$ cat config.mk
export PLATFORM = sky130hd
export DESIGN_NAME = sparse_task_product_issuer_top_flat
export DESIGN_NICKNAME = d
export VERILOG_FILES = /design/src/stpi_pkg.sv /design/src/stpi_if.sv /design/src/stpi_front.sv /design/src/stpi_queue.sv /design/src/stpi_back.sv /design/src/sparse_task_product_issuer_top.sv /design/src/flat_wrapper.sv
export SDC_FILE = /design/constraint.sdc
export NUM_CORES = 1
export LEC_CHECK = 0
export BUFFER_PORTS_ARGS = -buffer_cell sky130_fd_sc_hd__buf_2
export CAP_MARGIN = 20
export CELL_PAD_IN_SITES_DETAIL_PLACEMENT = 0
export CELL_PAD_IN_SITES_GLOBAL_PLACEMENT = 1
export CORE_MARGIN = 8
export CORE_UTILIZATION = 48
export DETAILED_ROUTE_END_ITERATION = 8
export PLACE_DENSITY = 0.85
export SKIP_CTS_REPAIR_TIMING = 1
export SLEW_MARGIN = 30
export SYNTH_ARGS = -nofsm -noshare
export SYNTH_HDL_FRONTEND = slang
export SYNTH_SLANG_ARGS = --single-unit
$ cat constraint.sdc
create_clock -name clk -period 7.5 [get_ports clk]
set_input_delay 1.5 -clock clk [delete_from_list [all_inputs] [get_ports clk]]
set_output_delay 1.5 -clock clk [all_outputs]
set_load 0.01 [all_outputs]
$ cat src/stpi_pkg.sv
// ----------------------------------------------------------------------------
// stpi_pkg: shared types and constants of the sparse product issuer
// Holds the pairing modes, the register indexes and the job record that
// travels from the front part to the back part through the job queue.
// ----------------------------------------------------------------------------
package stpi_pkg;

	localparam int ADDR_WIDTH_DEF    = 16;
	localparam int A_INDEX_WIDTH_DEF = 4;
	localparam int B_INDEX_WIDTH_DEF = 4;
	localparam int MAX_DIM_DEF       = 16;
	localparam int MAX_BLOCK_DEF     = 4;
	localparam int RUN_CAP           = 64;
	localparam int IDX_W             = 5;
	localparam int CFG_IDX_W         = 2;
	localparam int QUEUE_DEPTH       = 2;

	localparam logic [CFG_IDX_W-1:0] REG_A_ROWS = 2'd0;
	localparam logic [CFG_IDX_W-1:0] REG_A_COLS = 2'd1;
	localparam logic [CFG_IDX_W-1:0] REG_B_ROWS = 2'd2;
	localparam logic [CFG_IDX_W-1:0] REG_B_COLS = 2'd3;

	typedef enum logic [3:0] {
		MODE_DD   = 4'b0001,
		MODE_DB   = 4'b0010,
		MODE_BD   = 4'b0100,
		MODE_BB   = 4'b1000
	} mode_t;

	// Job record. Loop nest after classification: outer i, middle k, inner j,
	// except for a diagonal A against a block B, where k is the inner loop.
	// Inner index j runs lo..hi-1; row = row0 + i, col = col0 + k, with a j term in place of i or k on a diagonal side.
	typedef struct packed {
		logic        done;
		mode_t       mode;
		logic [15:0] a_base;
		logic [15:0] b_base;
		logic [6:0]  lo;
		logic [6:0]  hi;
		logic [6:0]  ni;     // outer count
		logic [6:0]  nk;     // middle count
		logic [4:0]  asi;
		logic [4:0]  asj;
		logic [4:0]  bsj;
		logic [4:0]  bsk;
		logic [3:0]  ajw;
		logic [3:0]  bkw;
	} job_t;

	typedef struct packed {
		logic [3:0]  dest_row;
		logic [3:0]  dest_col;
		logic [31:0] a_word;
		logic [31:0] b_word;
		logic [1:0]  a_lane;
		logic [1:0]  b_lane;
		logic        end_marker;
		logic        run_last;
	} prod_t;

endpackage

$ cat src/stpi_if.sv
// ----------------------------------------------------------------------------
// stpi_if: valid/ready channel interfaces
// Descriptor, result and configuration channels of the issuer.
// ----------------------------------------------------------------------------
interface stpi_desc_if;
	logic        valid;
	logic        ready;
	logic [15:0] a_base_addr;
	logic [4:0]  a_row_start;
	logic [4:0]  a_col_start;
	logic [4:0]  a_row_end;
	logic [4:0]  a_col_end;
	logic [15:0] b_base_addr;
	logic [4:0]  b_row_start;
	logic [4:0]  b_col_start;
	logic [4:0]  b_row_end;
	logic [4:0]  b_col_end;
	logic        job_done;
	modport source (output valid, a_base_addr, a_row_start, a_col_start, a_row_end,
		a_col_end, b_base_addr, b_row_start, b_col_start, b_row_end, b_col_end,
		job_done, input ready);
	modport sink (input valid, a_base_addr, a_row_start, a_col_start, a_row_end,
		a_col_end, b_base_addr, b_row_start, b_col_start, b_row_end, b_col_end,
		job_done, output ready);
endinterface

interface stpi_res_if #(parameter int AW = 16);
	logic          valid;
	logic          ready;
	logic [3:0]    dest_row;
	logic [3:0]    dest_col;
	logic [AW-1:0] a_word_addr;
	logic [AW-1:0] b_word_addr;
	logic [1:0]    a_lane;
	logic [1:0]    b_lane;
	logic          a_hit;
	logic          b_hit;
	logic          end_marker;
	logic          run_last;
	modport source (output valid, dest_row, dest_col, a_word_addr, b_word_addr,
		a_lane, b_lane, a_hit, b_hit, end_marker, run_last, input ready);
	modport sink (input valid, dest_row, dest_col, a_word_addr, b_word_addr,
		a_lane, b_lane, a_hit, b_hit, end_marker, run_last, output ready);
endinterface

interface stpi_cfg_if;
	logic       valid;
	logic       ready;
	logic [1:0] index;
	logic [4:0] data;
	modport source (output valid, index, data, input ready);
	modport sink (input valid, index, data, output ready);
endinterface

$ cat src/stpi_front.sv
// ----------------------------------------------------------------------------
// stpi_front: descriptor classifier
// Picks the pairing mode, clamps extents and works out the inner range and
// loop counts of one descriptor; the result is registered as a job record.
// ----------------------------------------------------------------------------
module stpi_front #(
	parameter int MAX_BLOCK = stpi_pkg::MAX_BLOCK_DEF
) (
	input  logic              clk,
	input  logic              arst_n,
	stpi_desc_if.sink         desc,
	input  logic [4:0]        a_rows,
	input  logic [4:0]        a_cols,
	input  logic [4:0]        b_rows,
	input  logic [4:0]        b_cols,
	output logic              job_valid,
	input  logic              job_ready,
	output stpi_pkg::job_t    job
);

	localparam logic [4:0] MAXB = 5'(MAX_BLOCK);

	stpi_pkg::job_t job_d;
	stpi_pkg::job_t job_q;
	logic           valid_q;

	function automatic logic [4:0] ssub(input logic [4:0] x, input logic [4:0] y);
		return (x > y) ? x - y : 5'd0;
	endfunction
	function automatic logic [6:0] mn(input logic [6:0] x, input logic [6:0] y);
		return (x < y) ? x : y;
	endfunction

	logic [4:0] asi, asj, aei, aej, bsj, bsk, bej, bek;
	logic [4:0] aiw, ajw, bjw, bkw, ac, bc;
	logic [6:0] aend, bend, a_lim, b_lim;

	always_comb begin
		asi = desc.a_row_start; asj = desc.a_col_start;
		aei = desc.a_row_end;   aej = desc.a_col_end;
		bsj = desc.b_row_start; bsk = desc.b_col_start;
		bej = desc.b_row_end;   bek = desc.b_col_end;
		aiw = (ssub(aei, asi) < MAXB) ? ssub(aei, asi) : MAXB;
		ajw = (ssub(aej, asj) < MAXB) ? ssub(aej, asj) : MAXB;
		bjw = (ssub(bej, bsj) < MAXB) ? ssub(bej, bsj) : MAXB;
		bkw = (ssub(bek, bsk) < MAXB) ? ssub(bek, bsk) : MAXB;
		aend = mn(7'(ssub(a_rows, asi)), 7'(ssub(a_cols, asj)));
		bend = mn(7'(ssub(b_rows, bsj)), 7'(ssub(b_cols, bsk)));
		ac = (asj < bsj) ? bsj - asj : 5'd0;
		bc = (asj > bsj) ? asj - bsj : 5'd0;
		a_lim = mn(7'(a_cols), 7'(asj) + 7'(ssub(a_rows, asi)));
		b_lim = mn(7'(b_rows), 7'(bsj) + 7'(ssub(b_cols, bsk)));
		job_d        = '0;
		job_d.done   = desc.job_done;
		job_d.a_base = desc.a_base_addr;
		job_d.b_base = desc.b_base_addr;
		job_d.asi    = asi;
		job_d.asj    = asj;
		job_d.bsj    = bsj;
		job_d.bsk    = bsk;
		job_d.ajw    = 4'(ajw);
		job_d.bkw    = 4'(bkw);
		job_d.lo     = (asj > bsj) ? 7'(asj) : 7'(bsj);
		job_d.ni     = 7'd1;
		job_d.nk     = 7'd1;
		if (aei == '0 && bej == '0) begin
			// Diagonal pair: j counts along the A diagonal from ac.
			job_d.mode = stpi_pkg::MODE_DD;
			job_d.lo   = 7'(ac);
			job_d.hi   = mn(aend, 7'(ac) + bend - ((7'(bc) < bend) ? 7'(bc) : bend));
			if (7'(bc) >= bend) job_d.hi = 7'(ac);
		end else if (aei == '0) begin
			job_d.mode = stpi_pkg::MODE_DB;
			job_d.hi   = mn(a_lim, 7'(bsj) + 7'(bjw));
			job_d.nk   = 7'(bkw);
		end else if (bej == '0) begin
			job_d.mode = stpi_pkg::MODE_BD;
			job_d.hi   = mn(7'(asj) + 7'(ajw), b_lim);
			job_d.ni   = 7'(aiw);
		end else begin
			job_d.mode = stpi_pkg::MODE_BB;
			job_d.hi   = mn(7'(asj) + 7'(ajw), 7'(bsj) + 7'(bjw));
			job_d.ni   = 7'(aiw);
			job_d.nk   = 7'(bkw);
		end
	end

	assign desc.ready = !valid_q || job_ready;
	assign job_valid  = valid_q;
	assign job        = job_q;

	always_ff @(posedge clk or negedge arst_n) begin
		if (!arst_n) begin
			valid_q <= 1'b0;
		end else if (desc.ready) begin
			valid_q <= desc.valid;
		end
	end

	always_ff @(posedge clk) begin
		if (desc.ready && desc.valid) begin
			job_q <= job_d;
		end
	end

endmodule

$ cat src/stpi_queue.sv
// ----------------------------------------------------------------------------
// stpi_queue: job queue
// Short FIFO of job records between the classifier and the sequencer.
// ----------------------------------------------------------------------------
module stpi_queue (
	input  logic           clk,
	input  logic           arst_n,
	input  logic           in_valid,
	output logic           in_ready,
	input  stpi_pkg::job_t in_job,
	output logic           out_valid,
	input  logic           out_ready,
	output stpi_pkg::job_t out_job
);

	stpi_pkg::job_t entry_q [stpi_pkg::QUEUE_DEPTH];
	logic           wr_q, rd_q;
	logic [1:0]     cnt_q;

	assign in_ready  = cnt_q != 2'(stpi_pkg::QUEUE_DEPTH);
	assign out_valid = cnt_q != 2'd0;
	assign out_job   = entry_q[rd_q];

	always_ff @(posedge clk or negedge arst_n) begin
		if (!arst_n) begin
			wr_q  <= 1'b0;
			rd_q  <= 1'b0;
			cnt_q <= 2'd0;
		end else begin
			if (in_valid && in_ready) wr_q <= !wr_q;
			if (out_valid && out_ready) rd_q <= !rd_q;
			cnt_q <= cnt_q + 2'(in_valid && in_ready) - 2'(out_valid && out_ready);
		end
	end

	always_ff @(posedge clk) begin
		if (in_valid && in_ready) entry_q[wr_q] <= in_job;
	end

endmodule

$ cat src/stpi_back.sv
// ----------------------------------------------------------------------------
// stpi_back: product sequencer and tag filter
// Steps the i/k/j loop nest of one job, one product per cycle unless stalled, forms
// word addresses and lanes in stage 1 and looks up the tag filters in stage 2.
// ----------------------------------------------------------------------------
module stpi_back #(
	parameter int ADDR_WIDTH    = stpi_pkg::ADDR_WIDTH_DEF,
	parameter int A_INDEX_WIDTH = stpi_pkg::A_INDEX_WIDTH_DEF,
	parameter int B_INDEX_WIDTH = stpi_pkg::B_INDEX_WIDTH_DEF
) (
	input  logic           clk,
	input  logic           arst_n,
	input  logic           job_valid,
	output logic           job_ready,
	input  stpi_pkg::job_t job,
	stpi_res_if.source     res
);

	localparam int AD = 1 << A_INDEX_WIDTH;
	localparam int BD = 1 << B_INDEX_WIDTH;
	localparam int AT = ADDR_WIDTH - A_INDEX_WIDTH;
	localparam int BT = ADDR_WIDTH - B_INDEX_WIDTH;

	typedef enum logic [1:0] {
		ST_IDLE = 2'b01,
		ST_RUN  = 2'b10
	} state_t;

	state_t         state_q;
	stpi_pkg::job_t cur_q;
	logic [6:0]     i_q, k_q, j_q, cnt_q;

	// Stage 1 and stage 2 product registers.
	logic                  v_s1;
	stpi_pkg::prod_t       p_s1;
	logic                  v_s2;
	stpi_pkg::prod_t       p_s2;
	logic                  ah_s2, bh_s2;

	logic [AD-1:0]         a_vld_q;
	logic [AT-1:0]         a_tag_q [AD];
	logic [BD-1:0]         b_vld_q;
	logic [BT-1:0]         b_tag_q [BD];

	logic       adv, s1_free, empty, last;
	logic [6:0] aoff, boff, row, col, jn, kn, in_;
	logic [6:0] ajmul, bkmul;
	logic [ADDR_WIDTH-1:0] aw, bw;

	assign adv     = !v_s2 || res.ready;
	assign s1_free = !v_s1 || adv;
	assign empty   = (cur_q.lo >= cur_q.hi) || (cur_q.ni == '0) || (cur_q.nk == '0);
	assign job_ready = (state_q == ST_IDLE) && s1_free;

	always_comb begin
		jn = j_q + 7'd1;
		kn = k_q + 7'd1;
		in_ = i_q + 7'd1;
		ajmul = 7'(i_q[2:0]) * 7'(cur_q.ajw);
		bkmul = 7'((j_q - 7'(cur_q.bsj)) * cur_q.bkw);
		last = (jn >= cur_q.hi) && (kn >= cur_q.nk) && (in_ >= cur_q.ni);
		aoff = '0; boff = '0; row = '0; col = '0;
		unique case (cur_q.mode)
			stpi_pkg::MODE_DD: begin
				aoff = j_q;
				boff = j_q + 7'(cur_q.asj) - 7'(cur_q.bsj);
				row  = 7'(cur_q.asi) + aoff;
				col  = 7'(cur_q.bsk) + boff;
			end
			stpi_pkg::MODE_DB: begin
				aoff = j_q - 7'(cur_q.asj);
				boff = bkmul + k_q;
				row  = 7'(cur_q.asi) + aoff;
				col  = 7'(cur_q.bsk) + k_q;
			end
			stpi_pkg::MODE_BD: begin
				aoff = ajmul + j_q - 7'(cur_q.asj);
				boff = j_q - 7'(cur_q.bsj);
				row  = 7'(cur_q.asi) + i_q;
				col  = 7'(cur_q.bsk) + boff;
			end
			default: begin
				aoff = ajmul + j_q - 7'(cur_q.asj);
				boff = bkmul + k_q;
				row  = 7'(cur_q.asi) + i_q;
				col  = 7'(cur_q.bsk) + k_q;
			end
		endcase
		aw = ADDR_WIDTH'(cur_q.a_base) + ADDR_WIDTH'(aoff[6:2]);
		bw = ADDR_WIDTH'(cur_q.b_base) + ADDR_WIDTH'(boff[6:2]);
	end

	always_ff @(posedge clk or negedge arst_n) begin
		if (!arst_n) begin
			state_q <= ST_IDLE;
			v_s1    <= 1'b0;
		end else begin
			if (s1_free) v_s1 <= 1'b0;
			unique case (state_q)
				ST_IDLE: begin
					if (job_valid && s1_free) begin
						if (job.done) v_s1 <= 1'b1;
						else state_q <= ST_RUN;
					end
				end
				ST_RUN: begin
					if (empty) state_q <= ST_IDLE;
					else if (s1_free) begin
						v_s1 <= 1'b1;
						if (last || cnt_q == 7'(stpi_pkg::RUN_CAP - 1)) state_q <= ST_IDLE;
					end
				end
				default: state_q <= ST_IDLE;
			endcase
		end
	end

	always_ff @(posedge clk) begin
		if (state_q == ST_IDLE && job_valid && s1_free) begin
			cur_q <= job;
			i_q   <= '0;
			k_q   <= '0;
			j_q   <= job.lo;
			cnt_q <= '0;
			p_s1  <= '{end_marker: 1'b1, run_last: 1'b1, default: '0};
		end else if (state_q == ST_RUN && !empty && s1_free) begin
			p_s1.dest_row   <= row[3:0];
			p_s1.dest_col   <= col[3:0];
			p_s1.a_word     <= 32'(aw);
			p_s1.b_word     <= 32'(bw);
			p_s1.a_lane     <= aoff[1:0];
			p_s1.b_lane     <= boff[1:0];
			p_s1.end_marker <= 1'b0;
			p_s1.run_last   <= last || cnt_q == 7'(stpi_pkg::RUN_CAP - 1);
			cnt_q <= cnt_q + 7'd1;
			// A diagonal A against a block B walks k inside j.
			if (cur_q.mode == stpi_pkg::MODE_DB) begin
				if (kn < cur_q.nk) k_q <= kn;
				else begin
					k_q <= '0;
					j_q <= jn;
				end
			end else if (jn < cur_q.hi) j_q <= jn;
			else begin
				j_q <= cur_q.lo;
				if (kn < cur_q.nk) k_q <= kn;
				else begin
					k_q <= '0;
					i_q <= in_;
				end
			end
		end
	end

	// Stage 2: tag filter lookup and install.
	logic [A_INDEX_WIDTH-1:0] ai;
	logic [B_INDEX_WIDTH-1:0] bi;
	logic [AT-1:0]            atg;
	logic [BT-1:0]            btg;
	logic                     ah, bh;

	always_comb begin
		ai  = p_s1.a_word[A_INDEX_WIDTH-1:0];
		bi  = p_s1.b_word[B_INDEX_WIDTH-1:0];
		atg = p_s1.a_word[ADDR_WIDTH-1:A_INDEX_WIDTH];
		btg = p_s1.b_word[ADDR_WIDTH-1:B_INDEX_WIDTH];
		ah  = a_vld_q[ai] && a_tag_q[ai] == atg;
		bh  = b_vld_q[bi] && b_tag_q[bi] == btg;
	end

	always_ff @(posedge clk or negedge arst_n) begin
		if (!arst_n) begin
			v_s2    <= 1'b0;
			a_vld_q <= '0;
			b_vld_q <= '0;
		end else if (adv) begin
			v_s2 <= v_s1;
			if (v_s1 && !p_s1.end_marker) begin
				a_vld_q[ai] <= 1'b1;
				b_vld_q[bi] <= 1'b1;
			end
		end
	end

	always_ff @(posedge clk) begin
		if (adv && v_s1) begin
			p_s2  <= p_s1;
			ah_s2 <= ah && !p_s1.end_marker;
			bh_s2 <= bh && !p_s1.end_marker;
			if (!p_s1.end_marker) begin
				a_tag_q[ai] <= atg;
				b_tag_q[bi] <= btg;
			end
		end
	end

	assign res.valid       = v_s2;
	assign res.dest_row    = p_s2.dest_row;
	assign res.dest_col    = p_s2.dest_col;
	assign res.a_word_addr = p_s2.a_word[ADDR_WIDTH-1:0];
	assign res.b_word_addr = p_s2.b_word[ADDR_WIDTH-1:0];
	assign res.a_lane      = p_s2.a_lane;
	assign res.b_lane      = p_s2.b_lane;
	assign res.a_hit       = ah_s2;
	assign res.b_hit       = bh_s2;
	assign res.end_marker  = p_s2.end_marker;
	assign res.run_last    = p_s2.run_last;

	ap_onehot: assert property (@(posedge clk) disable iff (!arst_n) $onehot(state_q))
		else $error("sequencer state not one-hot");
	ap_hold: assert property (@(posedge clk) disable iff (!arst_n)
		v_s2 && !res.ready |=> v_s2 && $stable(p_s2))
		else $error("stalled result changed");
	ap_end: assert property (@(posedge clk) disable iff (!arst_n)
		v_s2 && p_s2.end_marker |-> p_s2.run_last && !ah_s2 && !bh_s2)
		else $error("end marker malformed");

endmodule

$ cat src/sparse_task_product_issuer_top.sv
// A descriptor passes the classify register, the queue, the job load, the address
// stage and the tag-filter stage; products then follow one per cycle unless stalled.
// The sequencer issues one product or end marker per cycle unless stalled; it takes
// no new job during a run, and an empty overlap enters the run state with no product.
// Reset clears the registers to 16, the tag filters to all invalid, and the queue.
// ----------------------------------------------------------------------------
// sparse_task_product_issuer_top: sparse tile product issuer
// Expands tile descriptor pairs into single-product multiply instructions.
// ----------------------------------------------------------------------------
module sparse_task_product_issuer_top #(
	parameter int ADDR_WIDTH    = stpi_pkg::ADDR_WIDTH_DEF,
	parameter int A_INDEX_WIDTH = stpi_pkg::A_INDEX_WIDTH_DEF,
	parameter int B_INDEX_WIDTH = stpi_pkg::B_INDEX_WIDTH_DEF,
	parameter int MAX_BLOCK     = stpi_pkg::MAX_BLOCK_DEF
) (
	input  logic          clk,
	input  logic          arst_n,
	stpi_desc_if.sink     desc,
	stpi_cfg_if.sink      cfg,
	stpi_res_if.source    res
);

	logic [4:0]     a_rows_q, a_cols_q, b_rows_q, b_cols_q;
	logic           fj_valid, fj_ready, bj_valid, bj_ready;
	stpi_pkg::job_t fj, bj;

	assign cfg.ready = 1'b1;

	always_ff @(posedge clk or negedge arst_n) begin
		if (!arst_n) begin
			a_rows_q <= 5'd16;
			a_cols_q <= 5'd16;
			b_rows_q <= 5'd16;
			b_cols_q <= 5'd16;
		end else if (cfg.valid) begin
			unique case (cfg.index)
				stpi_pkg::REG_A_ROWS: a_rows_q <= cfg.data;
				stpi_pkg::REG_A_COLS: a_cols_q <= cfg.data;
				stpi_pkg::REG_B_ROWS: b_rows_q <= cfg.data;
				stpi_pkg::REG_B_COLS: b_cols_q <= cfg.data;
				default: ;
			endcase
		end
	end

	stpi_front #(.MAX_BLOCK(MAX_BLOCK)) u_front (
		.clk(clk), .arst_n(arst_n), .desc(desc),
		.a_rows(a_rows_q), .a_cols(a_cols_q), .b_rows(b_rows_q), .b_cols(b_cols_q),
		.job_valid(fj_valid), .job_ready(fj_ready), .job(fj)
	);

	stpi_queue u_queue (
		.clk(clk), .arst_n(arst_n),
		.in_valid(fj_valid), .in_ready(fj_ready), .in_job(fj),
		.out_valid(bj_valid), .out_ready(bj_ready), .out_job(bj)
	);

	stpi_back #(
		.ADDR_WIDTH(ADDR_WIDTH), .A_INDEX_WIDTH(A_INDEX_WIDTH),
		.B_INDEX_WIDTH(B_INDEX_WIDTH)
	) u_back (
		.clk(clk), .arst_n(arst_n),
		.job_valid(bj_valid), .job_ready(bj_ready), .job(bj), .res(res)
	);

endmodule
$ cat src/flat_wrapper.sv
// flat-port wrapper written by rule: the top's interface ports become plain ports
module sparse_task_product_issuer_top_flat 
#(
	parameter int ADDR_WIDTH    = stpi_pkg::ADDR_WIDTH_DEF,
	parameter int A_INDEX_WIDTH = stpi_pkg::A_INDEX_WIDTH_DEF,
	parameter int B_INDEX_WIDTH = stpi_pkg::B_INDEX_WIDTH_DEF,
	parameter int MAX_BLOCK     = stpi_pkg::MAX_BLOCK_DEF
)
  (clk, arst_n, desc_valid, desc_a_base_addr, desc_a_row_start, desc_a_col_start, desc_a_row_end, desc_a_col_end, desc_b_base_addr, desc_b_row_start, desc_b_col_start, desc_b_row_end, desc_b_col_end, desc_job_done, desc_ready, cfg_valid, cfg_index, cfg_data, cfg_ready, res_valid, res_dest_row, res_dest_col, res_a_word_addr, res_b_word_addr, res_a_lane, res_b_lane, res_a_hit, res_b_hit, res_end_marker, res_run_last, res_ready);
  stpi_desc_if desc_i ();
  stpi_cfg_if cfg_i ();
  stpi_res_if res_i ();
  input  logic clk;
  input  logic arst_n;
  input wire logic [$bits(desc_i.valid)-1:0] desc_valid;
  input wire logic [$bits(desc_i.a_base_addr)-1:0] desc_a_base_addr;
  input wire logic [$bits(desc_i.a_row_start)-1:0] desc_a_row_start;
  input wire logic [$bits(desc_i.a_col_start)-1:0] desc_a_col_start;
  input wire logic [$bits(desc_i.a_row_end)-1:0] desc_a_row_end;
  input wire logic [$bits(desc_i.a_col_end)-1:0] desc_a_col_end;
  input wire logic [$bits(desc_i.b_base_addr)-1:0] desc_b_base_addr;
  input wire logic [$bits(desc_i.b_row_start)-1:0] desc_b_row_start;
  input wire logic [$bits(desc_i.b_col_start)-1:0] desc_b_col_start;
  input wire logic [$bits(desc_i.b_row_end)-1:0] desc_b_row_end;
  input wire logic [$bits(desc_i.b_col_end)-1:0] desc_b_col_end;
  input wire logic [$bits(desc_i.job_done)-1:0] desc_job_done;
  output wire logic [$bits(desc_i.ready)-1:0] desc_ready;
  input wire logic [$bits(cfg_i.valid)-1:0] cfg_valid;
  input wire logic [$bits(cfg_i.index)-1:0] cfg_index;
  input wire logic [$bits(cfg_i.data)-1:0] cfg_data;
  output wire logic [$bits(cfg_i.ready)-1:0] cfg_ready;
  output wire logic [$bits(res_i.valid)-1:0] res_valid;
  output wire logic [$bits(res_i.dest_row)-1:0] res_dest_row;
  output wire logic [$bits(res_i.dest_col)-1:0] res_dest_col;
  output wire logic [$bits(res_i.a_word_addr)-1:0] res_a_word_addr;
  output wire logic [$bits(res_i.b_word_addr)-1:0] res_b_word_addr;
  output wire logic [$bits(res_i.a_lane)-1:0] res_a_lane;
  output wire logic [$bits(res_i.b_lane)-1:0] res_b_lane;
  output wire logic [$bits(res_i.a_hit)-1:0] res_a_hit;
  output wire logic [$bits(res_i.b_hit)-1:0] res_b_hit;
  output wire logic [$bits(res_i.end_marker)-1:0] res_end_marker;
  output wire logic [$bits(res_i.run_last)-1:0] res_run_last;
  input wire logic [$bits(res_i.ready)-1:0] res_ready;
  assign desc_i.valid = desc_valid;
  assign desc_i.a_base_addr = desc_a_base_addr;
  assign desc_i.a_row_start = desc_a_row_start;
  assign desc_i.a_col_start = desc_a_col_start;
  assign desc_i.a_row_end = desc_a_row_end;
  assign desc_i.a_col_end = desc_a_col_end;
  assign desc_i.b_base_addr = desc_b_base_addr;
  assign desc_i.b_row_start = desc_b_row_start;
  assign desc_i.b_col_start = desc_b_col_start;
  assign desc_i.b_row_end = desc_b_row_end;
  assign desc_i.b_col_end = desc_b_col_end;
  assign desc_i.job_done = desc_job_done;
  assign desc_ready = desc_i.ready;
  assign cfg_i.valid = cfg_valid;
  assign cfg_i.index = cfg_index;
  assign cfg_i.data = cfg_data;
  assign cfg_ready = cfg_i.ready;
  assign res_valid = res_i.valid;
  assign res_dest_row = res_i.dest_row;
  assign res_dest_col = res_i.dest_col;
  assign res_a_word_addr = res_i.a_word_addr;
  assign res_b_word_addr = res_i.b_word_addr;
  assign res_a_lane = res_i.a_lane;
  assign res_b_lane = res_i.b_lane;
  assign res_a_hit = res_i.a_hit;
  assign res_b_hit = res_i.b_hit;
  assign res_end_marker = res_i.end_marker;
  assign res_run_last = res_i.run_last;
  assign res_i.ready = res_ready;
  sparse_task_product_issuer_top #(.ADDR_WIDTH(ADDR_WIDTH), .A_INDEX_WIDTH(A_INDEX_WIDTH), .B_INDEX_WIDTH(B_INDEX_WIDTH), .MAX_BLOCK(MAX_BLOCK)) u_core (.clk(clk), .arst_n(arst_n), .desc(desc_i), .cfg(cfg_i), .res(res_i));
endmodule
==> metrics.log, run 1 <==
[metrics] Worst EP required: 7.86 ns
[metrics] global-route wire length before repair: 150000 um
[metrics] storage element area: 0.0264 mm2
[metrics] Overflow after GRT: 0
[metrics] final critical-path required period: 7.60 ns
[metrics] number of failing setup endpoints in the final timing report: 4
[metrics] number of distinct standard cells referenced by the synthesized netlist: 80
[metrics] CP max-delay cell: sky130_fd_sc_hd__fa_1
[metrics] Synth area leaders: sky130_fd_sc_hd__edfxtp_1 56%, sky130_fd_sc_hd__mux4_2 7.0%, sky130_fd_sc_hd__ha_1 5.9%
[metrics] Critical Path Start Type: input pin
[metrics] Yosys top cell area share: 56.1%
[metrics] outcome: complete, but fails checks
[metrics] Setup TNS Final: -0.245 ns
[metrics] number of hold-slack violations in the final timing report: 0
[metrics] DRT Pass-1 Iters: 5
[metrics] Vert. Die Dim: 311 um
[metrics] Max Clock Freq: 0.132 GHz
[metrics] number of vias per cell after detailed routing: 5.65
[metrics] Layout Area Growth over Synthesis: 15.7%
[metrics] via total after detailed routing: 24132
[metrics] htree depth: 3
[metrics] most instantiated library cell after synthesis: sky130_fd_sc_hd__edfxtp_1
[metrics] clock-pin slew reported for the worst setup and hold paths after clock tree synthesis: 0.06 ns
[metrics] setup slack of the worst register-to-register path: 0.34 ns
[metrics] pin count of the biggest net entering global routing: 81
[metrics] buffer levels on the longest clock path: 3
[metrics] number of max-cap violations: 0
[metrics] count of boundary I/O pins: 136
[metrics] First DRT Iteration DRCs: 2122
[metrics] Worst-Skew Late Latency: 0.66 ns
[metrics] Multi-input gate area: 0.0147 mm2
[metrics] Leak: 18.2 nW
[metrics] initial core utilization: 48.3%
[metrics] sequential area share after synthesis: 63.3%
[metrics] largest clock skew in the final design: 0.0390 ns
[metrics] post-route DRC violation count: 0
[metrics] number of warnings printed during yosys synthesis: 0
[metrics] remaining antenna violation count after routing: 0
[metrics] Util after Layout: 55.9%
[metrics] Period Utilization, post-route: 101%
[metrics] vias in the first global route: 25331
[metrics] wire length reported by the detailed router: 97500 um
[metrics] standard cell core area: 0.0863 mm2
[metrics] cell count after synthesis: 2737
[metrics] clock buffer count from CTS: 91
[metrics] Data arrival, critical path: 7.96 ns
[metrics] total routing usage reported by global routing: 19.9%
[metrics] number of diodes added for antenna fixing: 0
[metrics] fraction of final layout cells with drive strength greater than 1: 25.1%
[metrics] number of nets in the layout: 3378
[metrics] Cell Pwr Density: 467 mW/mm2
[metrics] routed len/inst: 22.8 um
[metrics] flops & latches, synth: 914
[metrics] transition at the pin with the smallest max-transition slack: 1.09 ns
[metrics] most used flip-flop cell after synthesis: sky130_fd_sc_hd__edfxtp_1
[metrics] Final HPWL DP: 66500 um
[metrics] WL met1: 39000 um
[metrics] met3 routed WL: 6650 um
[metrics] Setup Crit Path Kind: in -> reg
[metrics] Critical Path Max Stage Delay: 0.60 ns
[metrics] Worst Setup End Kind: register
[metrics] Final Wtd Congestion: 0.890
[metrics] share of flip-flops with an asynchronous set or reset: 6.67%
[metrics] highest fanout seen on the critical path: 6
[metrics] critical path buffer and inverter count: 5
[metrics] largest area contributor in the netlist: sky130_fd_sc_hd__edfxtp_1
[metrics] TritonCTS Sinks: 914
[metrics] TritonCTS clock tree: built
[metrics] Syn Std Cell Area: 0.0417 mm2
[metrics] gate family responsible for the most delay along the worst path: adder cells
[metrics] Cell Rows: 108
[metrics] failing checks: negative setup slack
[metrics] met2 layer wire length in the routed design: 48500 um
[metrics] type of the most critical hold path: reg -> reg
[metrics] slack of the critical path: -0.104 ns
[metrics] die area: 0.0965 mm2
[metrics] number of enable flip-flop cells after synthesis: 778
[metrics] Max Slew Vio Count: 0
[metrics] relative slew slack: 26.9%
[metrics] number of port buffers: 134
[metrics] horizontal die dimension: 311 um
[metrics] highest metal layer with signal wires: met4
[metrics] layout filler cell count: 6540
[metrics] RSZ-0062 raised after global routing: yes
[metrics] buffer type at the clock tree root: sky130_fd_sc_hd__clkbuf_16
[metrics] Synth top cells by count: 778 x sky130_fd_sc_hd__edfxtp_1, 196 x sky130_fd_sc_hd__ha_1, 169 x sky130_fd_sc_hd__inv_1, 166 x sky130_fd_sc_hd__nand2_1, 135 x sky130_fd_sc_hd__nor2_1
[metrics] post-synthesis average cell area: 15.2 um2
[metrics] smallest hold slack: 0.417 ns
[metrics] IR Drop Worst-Case VDD: 0.484 mV
[metrics] number of antenna violations at the first check in global routing: 1
## metal layers
metal,GRT usage [%],vias to the layer above
met3,3.57,185
li1,-,10913
met4,6.44,0
met5,0,-
met1,25.3,12112
met2,34.4,922
## worst register-to-register path: cells and delay by family, from the launching register on
family                     cells  cell delay, ns
AOI/OAI and AO/OA             13            2.07
xor gates and xnor gates       2            0.31
adders and majority gates      7            2.32
buffers and inverters          3            0.23
DFF                            1            0.47
muxes                          3            0.54
and+or+nand+nor                4            0.95
## cell usage in the layout (no fill, tap or decap), types with 23 or more instances in the layout
cell	instances
sky130_fd_sc_hd__edfxtp_1	778
sky130_fd_sc_hd__ha_1	186
sky130_fd_sc_hd__nand2_1	165
sky130_fd_sc_hd__inv_1	161
sky130_fd_sc_hd__buf_2	133
sky130_fd_sc_hd__buf_4	131
sky130_fd_sc_hd__mux4_2	130
sky130_fd_sc_hd__nor2_1	124
sky130_fd_sc_hd__a21oi_1	107
sky130_fd_sc_hd__mux2_2	107
sky130_fd_sc_hd__clkbuf_16	91
sky130_fd_sc_hd__xnor2_1	83
sky130_fd_sc_hd__dfxtp_1	69
sky130_fd_sc_hd__xor2_1	67
sky130_fd_sc_hd__o21ai_0	60
sky130_fd_sc_hd__a21o_1	58
sky130_fd_sc_hd__dfrtp_1	55
sky130_fd_sc_hd__fa_1	50
sky130_fd_sc_hd__or2_2	39
sky130_fd_sc_hd__nor3_1	32
sky130_fd_sc_hd__nand3_1	26
sky130_fd_sc_hd__a211oi_1	23
## path summary, 6_finish.rpt
| kind | startpoint | to | cells after the start |
|---|---|---|---|
| max in group asynchronous | arst_n | u_core.u_queue.rd_q$_DFFE_PN0P_ | 2 |
| worst max register to register | u_core.b_rows_q[0]$_DFFE_PN0P_ | u_core.u_front.job[42]$_DFFE_PP_ | 32 |
| worst max-delay path | desc_b_col_start[1] | u_core.u_front.job[42]$_DFFE_PP_ | 33 |
| min in group asynchronous | arst_n | u_core.a_rows_q[3]$_DFFE_PN0P_ | 2 |
| worst min-delay path | u_core.u_back.p_s1[0]$_SDFFE_PP1P_ | u_core.u_back.res.run_last$_DFFE_PP_ | 0 |
| worst min register to register | u_core.u_back.p_s1[0]$_SDFFE_PP1P_ | u_core.u_back.res.run_last$_DFFE_PP_ | 0 |
## final cells by class
cell class	instances	area share (%)
timing repair buffer	269	3.54
sequential	914	54.7
clock inverter	56	1.69
clock buffer	112	5.11
tap	1155	3.00
inverter	171	1.35
multi-input combinational	1597	30.6
## sequential cells by signal, indices dropped and copies added, names as in the netlist, 4 cells and up, named ones only
register and flops:
u_core.u_back.b_tag_q 192, u_core.b_cols_q 5, u_core.u_back.btg 12, u_core.u_back.atg 12, u_core.u_back.k_q 7, u_core.u_back.bi 4, u_core.u_back.a_tag_q 192, u_core.a_cols_q 5
u_core.u_queue.entry_q 170, u_core.u_back.res.b_word_addr 16, u_core.u_front.job 85, u_core.u_back.j_q 7, u_core.u_back.i_q 7, u_core.u_back.res.dest_col 4, u_core.b_rows_q 5, u_core.a_rows_q 5
u_core.u_back.res.dest_row 4, u_core.u_back.p_s1 14, u_core.u_back.b_vld_q 16, u_core.u_back.res.a_word_addr 16, u_core.u_back.a_vld_q 16, u_core.u_back.ai 4, u_core.u_back.cnt_q 7, u_core.u_back.cur_q 84
## report_power, final
| group | switching, mW | leakage [nW] | internal (mW) | total, mW |
|---|---|---|---|---|
| registers | 0.823 | 8.66 | 6.91 | 7.73 |
| logic | 5.55 | 7.98 | 4.39 | 9.94 |
| clock network | 1.96 | 1.59 | 2.89 | 4.84 |
| total | 8.33 | 18.2 | 14.2 | 22.5 |
## metrics by stage
stage                     instances  power [mW]  area (um2)  worst slack [ns]
after floorplan                2749        14.4       41900            -0.310
after global placement         4094        17.1       44700            -0.608
after detailed placement       4094        17.4       44700            -0.819
after CTS                      4262        22.3       48000            -0.185
after global routing           4274        23.9       48200            -0.346
final                          4274        22.5       48200            -0.104
## cell families (layout without fill, tap and decap cells)
kind of cell | Yosys count | after routing | synth area share, %
other | 2 | 14 | 0.0180
xor gates and xnor gates | 153 | 153 | 3.25
DFF | 914 | 914 | 63.3
adders and majority gates | 249 | 249 | 8.43
and+or+nand+nor | 549 | 549 | 6.49
buffers and inverters | 238 | 608 | 2.23
AOI/OAI and AO/OA | 368 | 368 | 5.67
muxes | 264 | 264 | 10.6
Power figures use the tool's default switching activity.
==> run 2, diff against run 1 <==
- BUFFER_PORTS_ARGS: -buffer_cell sky130_fd_sc_hd__buf_2 -> default
- CORE_UTILIZATION: 48 -> 49
- DONT_BUFFER_PORTS: default -> 1
==> run 2 against run 1 <==
The flow now finishes without violations; clock power fell by 4%; global-route usage is 0.18 points higher; combinational power down 4.0%; fmax rose by 2.1%; sequential power increased by 2%; critical path depth up 2; setup slack better by 0.16 ns; critical endpoint unchanged; highest routed layer is now met5.
==> metrics.log, run 2 (same netlist as run 1, synthesis figures left out) <==
[metrics] outcome: finished, final reports clean
[metrics] source of the worst register-to-register timing path: u_core.b_cols_q[0]$_DFFE_PN0P_
[metrics] Final Wtd Congestion: 0.872 (-2.0%)
[metrics] number of diodes added for antenna fixing: 0 (unchanged)
[metrics] htree depth: 3 (unchanged)
[metrics] TritonCTS clock tree: built
[metrics] global-route wire length before repair: 146000 um (-3.0%)
[metrics] Data arrival, critical path: 7.83 ns (-0.13 ns)
[metrics] total routing usage reported by global routing: 20.1% (+0.18 points)
[metrics] Vert. Die Dim: 308 um (-0.97%)
[metrics] horizontal die dimension: 308 um (-0.97%)
[metrics] largest clock skew in the final design: 0.0615 ns (+0.0225 ns)
[metrics] wire length reported by the detailed router: 96200 um (-1.3%)
[metrics] cells on worst reg2reg path: 35 (+9.4%)
[metrics] clock buffer count from CTS: 89 (-2.2%)
[metrics] final critical-path required period: 7.45 ns (-0.156 ns)
[metrics] Worst Setup End Kind: register
[metrics] post-route DRC violation count: 0 (unchanged)
[metrics] type of the most critical hold path: reg -> reg
[metrics] Cell Pwr Density: 466 mW/mm2 (about the same)
[metrics] vias in the first global route: 24380 (-3.8%)
[metrics] RSZ-0062 raised after global routing: yes
[metrics] Util after Layout: 55.7% (-0.13 points)
[metrics] DRT Pass-1 Iters: 6 (+1)
[metrics] pin count of the biggest net entering global routing: 82 (+1.2%)
[metrics] end point of the critical path: u_core.u_front.job[42]$_DFFE_PP_
[metrics] buffer levels on the longest clock path: 3 (unchanged)
[metrics] count of boundary I/O pins: 136 (unchanged)
[metrics] routed len/inst: 23.4 um (+2.7%)
[metrics] IR Drop Worst-Case VDD: 0.459 mV (-5.2%)
[metrics] Max Clock Freq: 0.134 GHz (+2.1%)
[metrics] crit path from: desc_b_col_start[1]
[metrics] initial core utilization: 49.2% (+0.91 points)
[metrics] Overflow after GRT: 0 (unchanged)
[metrics] Worst-Skew Late Latency: 0.68 ns (+0.02 ns)
[metrics] number of max-cap violations: 0 (unchanged)
[metrics] number of nets in the layout: 3221 (-4.6%)
[metrics] Final HPWL DP: 66000 um (-0.72%)
[metrics] relative slew slack: 31.8% (+4.9 points)
[metrics] clock-pin slew reported for the worst setup and hold paths after clock tree synthesis: 0.06 ns (about the same)
[metrics] Cell Rows: 107 (-0.93%)
[metrics] Multi-input gate area: 0.0148 mm2 (+0.21%)
[metrics] storage element area: 0.0264 mm2 (about the same)
[metrics] number of vias per cell after detailed routing: 5.71 (+1.2%)
[metrics] First DRT Iteration DRCs: 1926 (-9.2%)
[metrics] Worst EP required: 7.88 ns (+0.02 ns)
[metrics] Critical Path Most Common Cell: sky130_fd_sc_hd__a21oi_2
[metrics] fraction of final layout cells with drive strength greater than 1: 21.1% (-4.0 points)
[metrics] Critical Path Start Type: input pin
[metrics] number of hold-slack violations in the final timing report: 0 (unchanged)
[metrics] die area: 0.0946 mm2 (-1.9%)
[metrics] TritonCTS Sinks: 914 (unchanged)
[metrics] Period Utilization, post-route: 99.3% (-2.1 points)
[metrics] Setup Crit Path Kind: in -> reg
[metrics] Leak: 17.5 nW (-3.9%)
[metrics] number of port buffers: 0 (-100%)
[metrics] most frequent standard cell in the layout excluding fill and tap cells: sky130_fd_sc_hd__edfxtp_1
[metrics] Design Power: 22.0 mW (-2.1%)
[metrics] buffer type at the clock tree root: sky130_fd_sc_hd__clkbuf_16
[metrics] Max Slew Vio Count: 0 (unchanged)
[metrics] highest fanout seen on the critical path: 6 (unchanged)
[metrics] top library cells by usage in the layout, fill and taps aside: 778 x sky130_fd_sc_hd__edfxtp_1, 183 x sky130_fd_sc_hd__ha_1, 163 x sky130_fd_sc_hd__nand2_1
[metrics] number of antenna violations at the first check in global routing: 4 (+3)
[metrics] Layout Area Growth over Synthesis: 13.3%
[metrics] number of failing setup endpoints in the final timing report: 0 (-4)
[metrics] R2R Path End: u_core.u_front.job[42]$_DFFE_PP_
[metrics] standard cell core area: 0.0847 mm2 (-1.9%)
[metrics] transition at the pin with the smallest max-transition slack: 1.02 ns (-0.0710 ns)
[metrics] Critical Path Max Stage Delay: 0.44 ns (-0.16 ns)
[metrics] via total after detailed routing: 23451 (-2.8%)
[metrics] Worst Hold Launch: u_core.u_front.job[74]$_DFFE_PP_
[metrics] layout filler cell count: 6428 (-1.7%)
[metrics] remaining antenna violation count after routing: 0 (unchanged)
[metrics] setup slack of the worst register-to-register path: 0.40 ns (+0.06 ns)
[metrics] cell depth of the worst min-delay path: 0 (unchanged)
[metrics] CP max-delay cell: sky130_fd_sc_hd__fa_1
[metrics] Top Registers: u_core.u_back.a_tag_q (192), u_core.u_back.b_tag_q (192), u_core.u_queue.entry_q (170)
-- run 2: cell types whose count changed in the layout (fill, tap and decap cells not counted), sizes merged --
cell	delta
buf	-155
clkbuf	+7
clkinv	-6
bufinv	-4
clkinvlp	+1
-- run 2: worst min-delay path by stage --
stage,to
after floorplan,u_core.u_back.res.dest_col[3]$_DFFE_PP_
after global placement,u_core.u_queue.entry_q[0][19]$_DFFE_PP_
after detailed placement,u_core.u_queue.entry_q[1][50]$_DFFE_PP_
after CTS,u_core.u_queue.entry_q[1][70]$_DFFE_PP_
after global routing,u_core.u_queue.entry_q[0][20]$_DFFE_PP_
final,u_core.u_queue.entry_q[1][70]$_DFFE_PP_
-- run 2: final cells by class --
type                    instances  share of cell area [%]
inverters                     171                    1.38
multi-input cells            1597                    31.3
flip-flops and latches        914                    55.9
clock inverters                47                    1.43
repair buffers                114                    1.84
well taps                    1144                    3.03
clock buffers                 119                    5.13
-- run 2: per-layer routing --
| metal | GRT usage (%) | vias up | part of all wire (%) |
|---|---|---|---|
| li1 | - | 10627 | - |
| met1 | 25.2 | 11830 | 40 |
| met2 | 35.1 | 832 | 51 |
| met3 | 3.68 | 158 | 6.7 |
| met4 | 6.28 | 4 | 3.0 |
| met5 | 0 | - | 0.032 |
-- run 2: worst max-delay path, delay by kind of cell --
family	cells	cell delay, ns
AO/OA/AOI/OAI	12	1.85
adder cells (fa/ha/maj)	6	1.94
AND/OR/NAND/NOR	8	1.16
buffers and inverters	6	0.64
XOR/XNOR	1	0.24
multiplexers	2	0.47
-- run 2: through the flow --
step	cells	TNS (ns)	setup slack, ns	hold slack [ns]	area (um2)
after CTS	4099	-0.234	-0.0954	0.397	47000
after global routing	4106	-0.926	-0.229	0.412	47200
final	4106	0	0.0513	0.406	47200
after global placement	3933	-1.93	-0.467	0.423	43900
after detailed placement	3933	-3.22	-0.714	0.432	43900
after floorplan	2749	-1.18	-0.310	0.403	41900
-- run 2: power by group --
part	internal [mW]	switching (mW)	total, mW
Clock	2.69	1.95	4.64
Combinational	4.20	5.34	9.54
Sequential	6.91	0.940	7.85
Total	13.8	8.23	22.0
==> run 3, diff against run 2 <==
- CELL_PAD_IN_SITES_GLOBAL_PLACEMENT: 1 -> 2
- CORE_UTILIZATION: 49 -> 43
- SLEW_MARGIN: 30 -> 20
==> run 3 against run 2 <==
Flip-flop and latch count did not move; die area increased by 13%; sequential share of layout area fell by 0.25 points; via count decreased by 0.88%; register-to-register slack better by 0.13 ns; clock-buffer cell count is 10 higher; clock power barely moved; fmax is 1.8% higher; clock skew down 0.035 ns; critical path type unchanged; cell count grew 3.1%; power up 0.11%; non-clock buffer count fell by 10.
==> metrics.log, run 3 (same netlist as run 1, synthesis figures left out) <==
[metrics] Critical Path Most Common Cell: sky130_fd_sc_hd__ha_4
[metrics] total routing usage reported by global routing: 18.1% (-2.0 points)
[metrics] type of the most critical hold path: reg -> reg
[metrics] initial core utilization: 43.2% (-6.0 points)
[metrics] TritonCTS Sinks: 914 (unchanged)
[metrics] horizontal die dimension: 327 um (+6.4%)
[metrics] number of max-cap violations: 0 (unchanged)
[metrics] slack of the critical path: 0.183 ns (+0.132 ns)
[metrics] clock-pin slew reported for the worst setup and hold paths after clock tree synthesis: 0.06 ns (about the same)
[metrics] via total after detailed routing: 23245 (-0.88%)
[metrics] buffer levels on the longest clock path: 3 (unchanged)
[metrics] peak-usage layer in the global routing report: met2
[metrics] met1 usage in global routing: 22.0% (-3.3 points)
[metrics] Design Power: 22.1 mW (+0.11%)
[metrics] DRT Pass-1 Iters: 6 (unchanged)
[metrics] Period Utilization, post-route: 97.6% (-1.8 points)
[metrics] outcome: finished, final reports clean
[metrics] Cell Rows: 114 (+6.5%)
[metrics] Worst Setup End Kind: register
[metrics] fraction of final layout cells with drive strength greater than 1: 21.4% (+0.37 points)
[metrics] number of diodes added for antenna fixing: 0 (unchanged)
[metrics] Max Clock Freq: 0.137 GHz (+1.8%)
[metrics] Util after Layout: 49.2% (-6.5 points)
[metrics] Top Registers: u_core.u_back.a_tag_q (192), u_core.u_back.b_tag_q (192), u_core.u_queue.entry_q (170)
[metrics] largest clock skew in the final design: 0.0265 ns (-0.0351 ns)
[metrics] top library cells by usage in the layout, fill and taps aside: 778 x sky130_fd_sc_hd__edfxtp_1, 184 x sky130_fd_sc_hd__ha_1, 164 x sky130_fd_sc_hd__nand2_1
[metrics] GRT met2 Usage: 32.3% (-2.8 points)
[metrics] Worst EP required: 7.88 ns (about the same)
[metrics] buffer type at the clock tree root: sky130_fd_sc_hd__clkbuf_16
[metrics] most frequent standard cell in the layout excluding fill and tap cells: sky130_fd_sc_hd__edfxtp_1
[metrics] routed len/inst: 23.2 um (-0.87%)
[metrics] Worst-Skew Late Latency: 0.67 ns (about the same)
[metrics] met3 capacity usage during global routing: 2.77% (-0.90 points)
[metrics] Leak: 17.5 nW (about the same)
[metrics] htree depth: 3 (unchanged)
[metrics] Worst Hold Launch: u_core.u_back.p_s1[76]$_SDFFE_PP0P_
[metrics] relative slew slack: 26.2% (-5.6 points)
[metrics] Critical Path Max Stage Delay: 0.44 ns (about the same)
[metrics] pre-CTS WS: -0.685 ns (+0.0291 ns)
[metrics] Critical Path Start Type: input pin
[metrics] Non-Filler Instances: 4234 (+3.1%)
[metrics] Cell Pwr Density: 465 mW/mm2 (-0.31%)
[metrics] cell depth of the worst min-delay path: 0 (unchanged)
[metrics] number of antenna violations at the first check in global routing: 4 (unchanged)
[metrics] TritonCTS clock tree: built
[metrics] First DRT Iteration DRCs: 1566 (-19%)
[metrics] number of port buffers: 0 (unchanged)
[metrics] number of nets in the layout: 3216 (-0.16%)
[metrics] Final Wtd Congestion: 0.849 (-2.6%)
[metrics] global-route wire length before repair: 148000 um (+1.6%)
[metrics] Layout Area Growth over Synthesis: 13.8%
[metrics] number of failing setup endpoints in the final timing report: 0 (unchanged)
[metrics] number of hold-slack violations in the final timing report: 0 (unchanged)
[metrics] vias in the first global route: 24255 (-0.51%)
[metrics] Final HPWL DP: 67500 um (+2.3%)
[metrics] wire length reported by the detailed router: 98400 um (+2.2%)
[metrics] CP max-delay cell: sky130_fd_sc_hd__fa_1
[metrics] Overflow after GRT: 0 (unchanged)
[metrics] die area: 0.107 mm2 (+13%)
[metrics] RSZ-0062 raised after global routing: yes
[metrics] smallest hold slack: 0.426 ns (+0.0203 ns)
[metrics] standard cell core area: 0.0964 mm2 (+14%)
[metrics] transition at the pin with the smallest max-transition slack: 1.11 ns (+0.0835 ns)
[metrics] Vert. Die Dim: 327 um (+6.4%)
[metrics] placed cell count: 4050 (+3.0%)
[metrics] cells on worst reg2reg path: 33 (-5.7%)
[metrics] source of the worst register-to-register timing path: u_core.b_rows_q[0]$_DFFE_PN0P_
[metrics] remaining antenna violation count after routing: 0 (unchanged)
[metrics] crit path from: desc_b_row_start[3]
[metrics] layout filler cell count: 8136 (+27%)
[metrics] Max Slew Vio Count: 0 (unchanged)
[metrics] final critical-path required period: 7.32 ns (-0.132 ns)
[metrics] clock buffer count from CTS: 94 (+5.6%)
[metrics] number of vias per cell after detailed routing: 5.49 (-3.9%)
[metrics] post-route DRC violation count: 0 (unchanged)
[metrics] IR Drop Worst-Case VDD: 0.381 mV (-17%)
[metrics] Setup Crit Path Kind: in -> reg
[metrics] Data arrival, critical path: 7.70 ns (-0.13 ns)
[metrics] highest fanout seen on the critical path: 6 (unchanged)
[metrics] pin count of the biggest net entering global routing: 80 (-2.4%)
[metrics] count of boundary I/O pins: 136 (unchanged)
run 3: final cells by class:
type	instances	area, um2	area share (%)
clock buffer	129	2610	5.49
clock inverter	43	489	1.03
inverter	171	651	1.37
multi-input combinational	1597	14900	31.4
sequential	914	26400	55.7
tap	1276	1600	3.37
timing repair buffer	104	808	1.70
run 3: stage by stage:
step,area [um2],setup TNS [ns]
final,47400,0
after global routing,47400,-0.353
after CTS,47100,-0.0251
after detailed placement,44000,-3.03
after global placement,44000,-2.22
after floorplan,41900,-1.18
run 3: worst paths after layout:
| kind | slack (ns) | to |
|---|---|---|
| max in group asynchronous | 6.74 | u_core.u_back.state_q[0]$_DFFE_PN1P_ |
| setup reg to reg | 0.53 | u_core.u_front.job[42]$_DFFE_PP_ |
| setup / recovery | 0.18 | u_core.u_front.job[42]$_DFFE_PP_ |
| min in group asynchronous | 0.54 | u_core.b_rows_q[0]$_DFFE_PN0P_ |
| hold / removal | 0.43 | u_core.u_back.res.dest_row[2]$_DFFE_PP_ |
| hold reg to reg | 0.43 | u_core.u_back.res.dest_row[2]$_DFFE_PP_ |
run 3: metal layers:
layer  vias to the layer above  part of all wire, %
li1                      10620                    -
met1                     11812                   40
met2                       636                   51
met3                       177                  4.6
met4                         0                  3.7
met5                         -                    0
run 3: critical path: cells and delay by family:
| family | cells | cell delay (ns) |
|---|---|---|
| AND/OR/NAND/NOR | 7 | 1.21 |
| buffers and inverters | 3 | 0.27 |
| AO/OA/AOI/OAI | 13 | 2.23 |
| adder cells (fa/ha/maj) | 6 | 1.67 |
| multiplexers | 3 | 0.69 |
| XOR/XNOR | 1 | 0.11 |
run 3: report_power, final:
group | internal, mW | switching, mW | total (mW) | leakage (nW)
Sequential | 6.91 | 0.871 | 7.78 | 8.66
Clock | 2.71 | 1.93 | 4.65 | 1.51
Combinational | 4.32 | 5.31 | 9.63 | 7.33
